## config.mk

```make
export PLATFORM = sky130hd
export DESIGN_NAME = half_single_float_converter_unit
export DESIGN_NICKNAME = d
export VERILOG_FILES = /design/src/hdl/hsfc_pkg.sv /design/src/hdl/half_single_float_converter_unit.sv
export SDC_FILE = /design/constraint.sdc
export NUM_CORES = 1
export LEC_CHECK = 0
export BUFFER_PORTS_ARGS = -buffer_cell sky130_fd_sc_hd__buf_2
export CAP_MARGIN = 20
export CORE_MARGIN = 3
export CORE_UTILIZATION = 60
export DETAILED_ROUTE_END_ITERATION = 7
export MAX_ROUTING_LAYER = met4
export PLACE_DENSITY = 0.81
export SLEW_MARGIN = 20
export SYNTH_ARGS = -nofsm -noshare
export SYNTH_HDL_FRONTEND = slang
export SYNTH_SLANG_ARGS = --single-unit
```

## constraint.sdc

```tcl
create_clock -name clk_i -period 6.8 [get_ports clk_i]
set_clock_uncertainty 0.1 [all_clocks]
set_input_delay 1.02 -clock clk_i [delete_from_list [all_inputs] [get_ports clk_i]]
set_output_delay 1.02 -clock clk_i [all_outputs]
set_load 0.02 [all_outputs]
```

## src/hdl/hsfc_pkg.sv

```systemverilog
// hsfc_pkg: types and constants for the half/single float converter
// no dependencies
`default_nettype none
package hsfc_pkg;
  typedef enum logic {
    OP_S2H = 1'b0,
    OP_H2S = 1'b1
  } op_e;
  localparam logic [7:0] SExpMax = 8'd255;
  localparam logic [7:0] Rebias  = 8'd112;
  localparam logic [4:0] HExpMax = 5'd31;
endpackage
`default_nettype wire

```

## src/hdl/half_single_float_converter_unit.sv

```systemverilog
// half_single_float_converter_unit: binary32 <-> binary16 pattern converter
// depends on hsfc_pkg
//
// Usage:
//   start_i with op_i and operand_bits_i starts a transaction; busy_o is
//   always low, so a transaction is taken in every cycle that start_i is high.
//   op_i = 0 converts a single pattern to half (round to nearest even, half
//   subnormals produced, single subnormals flushed to zero, overflow to
//   infinity); op_i = 1 converts the half in bits 15:0 to single.
//   Operands are registered, the conversion is one combinational pass, and
//   the result is registered: result_bits_o appears with done_o once the
//   transaction has passed the operand and result registers; done_o is
//   high for exactly one cycle and the result is taken while it is high.
//   Throughput is one transaction per cycle, set by the single-pass datapath
//   between the operand and result registers.
//   Reset clears the valid flags of both register stages; no transaction is
//   in flight afterwards. The receiver cannot stall: done_o is a strobe.
`default_nettype none
module half_single_float_converter_unit (
  input  wire logic        clk_i,
  input  wire logic        rst_ni,
  input  wire logic        start_i,
  output logic             busy_o,
  input  wire logic        op_i,
  input  wire logic [31:0] operand_bits_i,
  output logic             done_o,
  output logic [31:0]      result_bits_o
);
  logic        vld_q, done_q;
  hsfc_pkg::op_e op_q;
  logic [31:0] x_q, res_q, res_d;

  assign busy_o = 1'b0;

  always_ff @(posedge clk_i or negedge rst_ni) begin
    if (!rst_ni) begin
      vld_q  <= 1'b0;
      done_q <= 1'b0;
    end else begin
      vld_q  <= start_i;
      done_q <= vld_q;
    end
  end

  always_ff @(posedge clk_i) begin
    if (start_i) begin
      op_q <= hsfc_pkg::op_e'(op_i);
      x_q  <= operand_bits_i;
    end
    if (vld_q) res_q <= res_d;
  end

  // single to half
  logic        s_sign;
  logic [7:0]  s_e;
  logic [22:0] s_m;
  logic [15:0] h_out;
  logic [23:0] full;
  logic [4:0]  sh;
  logic [23:0] rmask;
  logic [10:0] q;
  logic        rbit, stk;
  logic [10:0] t;
  logic [5:0]  ne;

  always_comb begin
    s_sign = x_q[31];
    s_e    = x_q[30:23];
    s_m    = x_q[22:0];
    full   = {1'b1, s_m};
    sh     = 5'd14 + 5'(hsfc_pkg::Rebias - s_e);
    rmask  = (24'd1 << (sh - 5'd1)) - 24'd1;
    rbit   = full[sh - 5'd1];
    stk    = |(full & rmask);
    q      = 11'(full >> sh);
    t      = {1'b0, s_m[22:13]};
    ne     = {1'b0, 5'(s_e - hsfc_pkg::Rebias)};
    h_out  = {s_sign, 15'd0};
    if (s_e == 8'd0) begin
      h_out = {s_sign, 15'd0};
    end else if (s_e == hsfc_pkg::SExpMax) begin
      h_out = (s_m == 23'd0) ? {s_sign, 5'h1f, 10'd0}
                             : {s_sign, 5'h1f, 1'b1, s_m[21:13]};
    end else if (s_e >= 8'd143) begin
      h_out = {s_sign, 5'h1f, 10'd0};
    end else if (s_e <= hsfc_pkg::Rebias) begin
      if (s_e < 8'd102) begin
        h_out = {s_sign, 15'd0};
      end else begin
        if (rbit && (stk || q[0])) q = q + 11'd1;
        h_out = {s_sign, 4'd0, q};
      end
    end else begin
      if (s_m[12] && ((|s_m[11:0]) || t[0])) begin
        t = t + 11'd1;
        if (t[10]) begin
          t  = 11'd0;
          ne = ne + 6'd1;
        end
      end
      if (ne >= 6'd31) h_out = {s_sign, 5'h1f, 10'd0};
      else             h_out = {s_sign, ne[4:0], t[9:0]};
    end
  end

  // half to single
  logic        hs;
  logic [4:0]  he;
  logic [9:0]  hm;
  logic [3:0]  p;
  logic [22:0] nm;
  logic [31:0] s_out;

  always_comb begin
    hs = x_q[15];
    he = x_q[14:10];
    hm = x_q[9:0];
    p  = 4'd0;
    for (int i = 0; i < 10; i++) begin
      if (hm[i]) p = 4'(i);
    end
    nm = 23'({hm, 13'd0} << (4'd10 - p));
    if (he == 5'd0) begin
      s_out = (hm == 10'd0) ? {hs, 31'd0} : {hs, 8'(p) + 8'd103, nm};
    end else if (he == hsfc_pkg::HExpMax) begin
      s_out = {hs, 8'hff, hm[9] | (hm != 10'd0), hm[8:0], 13'd0};
    end else begin
      s_out = {hs, 8'(he) + hsfc_pkg::Rebias, hm, 13'd0};
    end
  end

  always_comb begin
    unique case (op_q)
      hsfc_pkg::OP_S2H: res_d = {16'd0, h_out};
      hsfc_pkg::OP_H2S: res_d = s_out;
      default:          res_d = 32'd0;
    endcase
  end

  assign done_o        = done_q;
  assign result_bits_o = res_q;

  a_done_follows: assert property (@(posedge clk_i) disable iff (!rst_ni)
    start_i |=> ##1 done_o) else $error("missing done");
  a_no_spurious: assert property (@(posedge clk_i) disable iff (!rst_ni)
    done_o |-> $past(start_i, 2)) else $error("spurious done");
  a_half_upper: assert property (@(posedge clk_i) disable iff (!rst_ni)
    (vld_q && op_q == hsfc_pkg::OP_S2H) |=> res_q[31:16] == 16'd0)
    else $error("half upper bits set");
endmodule
`default_nettype wire

```

**Word level (Yosys, flattened, before mapping)**

Index checks and enable logic that the tools add are counted.

- Register bits after elaboration: 67
- Logic and storage cells: 71

- Add/subtract/negate cells: 11
- Order comparisons: 5
- Bitwise operators: 3
- Shifts and indexed selects: 3
- Muxes and demuxes: 31
- Eq/ne operators: 2
- Reduce and logical (&&, ||, !) cells: 11

Operators with widths:

| cell | number |
|---|---|
| 31-bit 2-to-1 mux | 3 |
| 15-bit 2-to-1 mux | 5 |
| 32-bit case mux with 2 select lines | 1 |
| 6-bit 2-to-1 mux | 6 |
| 4-bit 2-to-1 mux | 8 |
| 10-bit 2-to-1 mux | 3 |
| 24-bit bitwise AND | 1 |
| 24-bit OR reduction | 1 |
| 1-bit by 5-bit << shifter with 24-bit output, first input constant | 1 |
| 24-bit by 5-bit right shift with 11-bit output | 1 |
| 24-bit by 1-bit subtractor with 24-bit output, second input constant | 1 |
| 23-bit zero test | 1 |
| 23-bit by 4-bit << shifter with 23-bit output | 1 |
| 11-bit 2-to-1 mux | 2 |
| 12-bit OR reduction | 1 |
| 10-bit by 1-bit adder with 11-bit output, second input constant | 1 |
| 11-bit by 1-bit adder with 11-bit output, second input constant | 1 |
| 10-bit zero test | 1 |
| 10-bit nonzero test | 1 |
| 4-bit by 7-bit adder with 8-bit output, second input constant | 1 |
| 5-bit by 7-bit adder with 8-bit output, second input constant | 1 |
| 8-bit == test, second input constant | 1 |
| 8-bit greater-or-equal comparator, second input constant | 1 |
| 8-bit by 7-bit <= comparator with 1-bit output, second input constant | 1 |
| other kinds (18) | 21 |

**Longest topological paths before layout**

- Word-level depth: 16
- Gate-level depth with buffers: 18

**Worst setup path after synthesis**

No wires, ideal clock.

- Path kind: flip-flop to flip-flop
- Start point: register x_q[23]
- End point: register res_q[6], in the netlist result_bits_o[6], data pin
- Setup time: 0.259 ns
- Period minus slack after synthesis: 4.472 ns
- Arrival: 4.113 ns
- Required time: 6.441 ns
- Buffers on the path: 1
- Cell stages (with the launch flop): 19
- Setup slack: 2.328 ns
- Cells stage by stage: edfxtp_1 -> inv_1 -> ha_1 -> clkbuf_1 -> and3b_1 -> a21oi_1 -> nand2_1 -> nor2_1 -> nand2_1 -> ha_1 -> inv_1 -> a311o_1 -> a21oi_4 -> and2_1 -> a221o_1 -> or4b_4 -> o21ai_1 -> nor3_1 -> a211o_1

- Word-level cells in the longest chain between the ends: 16
- Elaborated cells between the ends (all ways): 35
- Those cells by class: add/sub (7); order compare (4); eq/ne (1); shift (2); mux (16); bitwise (1); reduce/logical (4)

RTL lines:

| element | line | source |
|---|---|---|
| start, declared | half_single_float_converter_unit.sv:31 | `logic [31:0] x_q, res_q, res_d;` |
| start signal, assigned | half_single_float_converter_unit.sv:48 | `x_q <= operand_bits_i;` |
| 5-bit subtractor | half_single_float_converter_unit.sv:71 | `sh = 5'd14 + 5'(hsfc_pkg::Rebias - s_e);` |
| 4-bit by 5-bit adder with 5-bit output | half_single_float_converter_unit.sv:71 |  |
| 5-bit by 1-bit subtractor with 5-bit output | half_single_float_converter_unit.sv:72, half_single_float_converter_unit.sv:73 |  |
| 1-bit by 5-bit << shifter with 24-bit output | half_single_float_converter_unit.sv:72 | `rmask = (24'd1 << (sh - 5'd1)) - 24'd1;` |
| 24-bit by 1-bit subtractor with 24-bit output | half_single_float_converter_unit.sv:72 |  |
| 24-bit bitwise AND | half_single_float_converter_unit.sv:74 | `stk = \|(full & rmask);` |
| 24-bit OR reduction | half_single_float_converter_unit.sv:74 |  |
| 1-bit logical OR | half_single_float_converter_unit.sv:90 | `if (rbit && (stk \|\| q[0])) q = q + 11'd1;` |
| 1-bit logical AND | half_single_float_converter_unit.sv:90 |  |
| 11-bit 2-to-1 mux | half_single_float_converter_unit.sv:90 |  |
| 11-bit 2-to-1 mux | half_single_float_converter_unit.sv:87 | `if (s_e < 8'd102) begin` |
| 15-bit 2-to-1 mux | half_single_float_converter_unit.sv:86 | `end else if (s_e <= hsfc_pkg::Rebias) begin` |
| 15-bit 2-to-1 mux | half_single_float_converter_unit.sv:84 | `end else if (s_e >= 8'd143) begin` |
| 15-bit 2-to-1 mux | half_single_float_converter_unit.sv:81 | `end else if (s_e == hsfc_pkg::SExpMax) begin` |
| 15-bit 2-to-1 mux * | half_single_float_converter_unit.sv:79 | `if (s_e == 8'd0) begin` |
| 32-bit case mux with 2 select lines * | half_single_float_converter_unit.sv:133 | `unique case (op_q)` |
| end signal, assigned | half_single_float_converter_unit.sv:50 | `if (vld_q) res_q <= res_d;` |
| end, declared | half_single_float_converter_unit.sv:31 |  |

Mark *: on every way between the ends. The rest lies on a longest branch, timed or not. The select of a mux whose other input is x is not followed.
A chain may end at the register's enable or synchronous reset.

**Worst setup path in the final report**

Same ends and word-level chain as after synthesis.

==> results.cfg <==
[sta]
grt_setup_unrepaired = no
tightest_slew_ns = 1.047
maxSlewViolCount = 0
tns_ns = 0
clock.fmax_mhz = 195.9
slew_headroom_pct = 29.96
final_hold_viol_count = 0
fin_crit_sh_pct = 75.08
finalSetupViolations = 0
period_minus_slack_ns = 5.105

[clocking]
htreeDepth = 3
clock_sinks = 66
numCtsBuffers = 9
cts_setup_buffers = 0
cts_tree = built
clockBufferDepth = 2
postCtsHoldBufs = 0
insertion_delay_ns = 0.38
clock-root-buffer = clkbuf_8
clkSlewWorstSetupHoldPaths_ns = 0.08
cts_resized = 0

[global_route]
grt_max_degree = 38
grt_usage_pct = 36.30
grt_overflow = 0
grt_pass1_wl_mm = 31.73
grt_pass1_vias = 5942
antenna_found_initial = 0

[routing]
wirelength_mm = 20.09
dr_total_vias = 6278
antenna_left = 0
drtIter0Drc = 806
drc = 0
via_per_inst = 7.142
first_pass_iters = 5
wl_per_cell_um = 22.85

[placed_design]
port_buffers = 68
placed_cells = 863
place_congestion = 1.000
dpl.hpwl_mm = 14.32

[power_and_ir_drop]
power.share.switching_pct = 39.54
max-vdd-ir-drop_v = 0.0002008
power_frac_clock_pct = 24.8
pwr-share-seq_pct = 35.6
comb_power_share_pct = 39.6
leakage_uw = 0.002582
power.switching_uw = 613.6
total_power_uw = 1552
intPower_uw = 938.4
p_per_area_mw_per_mm2 = 227.5

[logic_synthesis]
synth_top_family_by_area = simple AND/OR/NAND/NOR gates
synth.most_common_cell = nand2_1
synth-adder-area-share_pct = 2.385
async_flop_share_pct = 3.030
synth_cell_types = 89
synthTopCellsByCount = 79 x nand2_1, 65 x nor2_1, 64 x edfxtp_1
synthMuxAreaShare_pct = 13.44
seq_area_frac_synth_pct = 31.33
synth_nets = 764
synth_edf_count = 64
avgSynthCellArea_um2 = 8.792
yosys-top-cells-area = edfxtp_1 31%, mux2i_1 5.6%, nand2_1 4.7%, mux4_2 4.3%, nor2_1 3.9%
ys_warn_count = 0
syn_area_mm2 = 0.006295
yosys.area.top_type_share_pct = 30.53
synth-main-ff-cell = edfxtp_1
synth_top_cell_by_area = edfxtp_1
synth-xor-area-share_pct = 3.796
ys_ff_latch = 66
synthCells = 716
synth-simple-area-share_pct = 22.64
synth_compound_area_share_pct = 21.03

[cells_and_area]
final_core_util_pct = 68.23
fin_cells = 879
num-fill-cells = 830
drive_gt1_share_pct = 19.30
syn_to_final_growth_pct = 8.388
n_antenna_cell = 0
nNetsFinal = 789

[critical_path]
worst_setup_path_end_kind = register
crit_type = reg -> reg
worst_path_largest_cell_delay_ns = 0.55
crit_chain = inv_1 -> ha_1 -> buf_4 -> and3b_1 -> a21oi_1 -> nand2_1 -> nor2_1 -> nand2_1 -> ha_1 -> inv_1 -> a311o_1 -> a21oi_4 -> and2_1 -> a221o_1 -> or4b_4 -> o21ai_1 -> nor3_1 -> a211o_1
critPathLaunchType = register
cp_slowest_cell = or4b_4
required_ns = 6.82
arrival_ns = 5.13
path_max_fanout = 26

[status]
status = finished, final reports clean

[die]
die_h_um = 108.4
dieArea_mm2 = 0.01176
start_util_pct = 62.95
rows = 36
num_io_pins = 70
die_w_um = 108.4
core_area_mm2 = 0.01000

[run]
cap_violations = 0

[min_path]
hold_path_class = in -> async
-- state kept, by name, indices dropped and copies added (netlist names) --
register,count
op_q,1
result_bits_o,31
x_q,32
done_o,1
vld_q,1
-- critical path: cells and delay by family (launching register included) --
kind | cells | cell delay (ns)
buf+inv | 3 | 0.66
fa+ha+maj | 2 | 0.57
simple gates | 7 | 1.47
flops | 1 | 0.51
compound gates | 6 | 1.53
-- placed cells by master (no fill, tap or decap), types with 9 or more instances in the layout --
| master | synthesis | final |
|---|---|---|
| xnor2_1 | 13 | 13 |
| ha_1 | 12 | 12 |
| mux4_2 | 12 | 12 |
| mux2_2 | 19 | 19 |
| nor2_1 | 65 | 65 |
| nand4_1 | 13 | 13 |
| mux2i_1 | 35 | 35 |
| nand2b_1 | 11 | 11 |
| edfxtp_1 | 64 | 64 |
| o211ai_1 | 16 | 16 |
| o21ai_0 | 29 | 29 |
| nor4_1 | 11 | 11 |
| or3_1 | 9 | 9 |
| and3_1 | 10 | 10 |
| nand2_1 | 79 | 79 |
| inv_1 | 18 | 18 |
| a21oi_1 | 34 | 34 |
| a31oi_1 | 12 | 12 |
| buf_2 | 7 | 68 |
| nor3_1 | 18 | 18 |
| clkbuf_8 | 0 | 9 |
| nand3_1 | 24 | 24 |
-- power by group through the flow --
stage	Combinational (uW)	Clock, uW	Sequential [uW]
floorplan	453	0	543
global placement	587	0	554
detailed placement	596	0	556
CTS	600	388	548
global route	661	406	556
finish	615	385	552
-- path summary, 6_finish.rpt --
path | to | depth (start not counted) | slack, ns | start
max in group asynchronous | done_o$_DFF_PN0_ | 1 | 6.20 | rst_ni
hold reg to reg | result_bits_o[15]$_DFFE_PP_ | 2 | 0.52 | x_q[31]$_DFFE_PP_
setup / recovery | result_bits_o[6]$_SDFFCE_PP0P_ | 18 | 1.69 | x_q[23]$_DFFE_PP_
hold / removal | vld_q$_DFF_PN0_ | 1 | 0.31 | rst_ni
setup reg to reg | result_bits_o[6]$_SDFFCE_PP0P_ | 18 | 1.69 | x_q[23]$_DFFE_PP_
min in group clk_i | result_bits_o[15]$_DFFE_PP_ | 2 | 0.52 | x_q[31]$_DFFE_PP_
-- stage by stage --
| step | worst slack, ns | instance area [um2] | hold slack [ns] |
|---|---|---|---|
| after CTS | 1.766 | 6823 | 0.2977 |
| after floorplan | 2.328 | 6295 | 0.4610 |
| after global routing | 1.317 | 6823 | 0.2939 |
| after global placement | 1.900 | 6598 | 0.4926 |
| final | 1.695 | 6823 | 0.3096 |
| after detailed placement | 1.785 | 6598 | 0.4879 |
-- cells by family after synthesis --
family | after synthesis
buffers and inverters | 80
adders and majority gates | 12
other | 1
xor gates and xnor gates | 24
muxes | 67
AOI/OAI and AO/OA | 183
and+or+nand+nor | 283
DFF | 66
-- final cells by class --
cell class | instances | area [um2] | share of cell area (%)
multi-input cells | 570 | 3995 | 58.55
flip-flops and latches | 66 | 1972 | 28.90
repair buffers | 75 | 392.9 | 5.758
well taps | 133 | 166.4 | 2.439
clock buffers | 9 | 123.9 | 1.816
clock inverters | 7 | 101.3 | 1.485
inverters | 19 | 71.32 | 1.045
-- routing by layer --
metal	track usage [%]	share of wire [%]	vias up	routed length, um
met2	53.93	45	451	9105
li1	-	-	2781	-
met4	21.91	5.8	0	1171
met3	8.836	10	109	2101
met5	-	0	-	0
met1	44.68	38	2937	7710
Power figures use the tool's default switching activity.
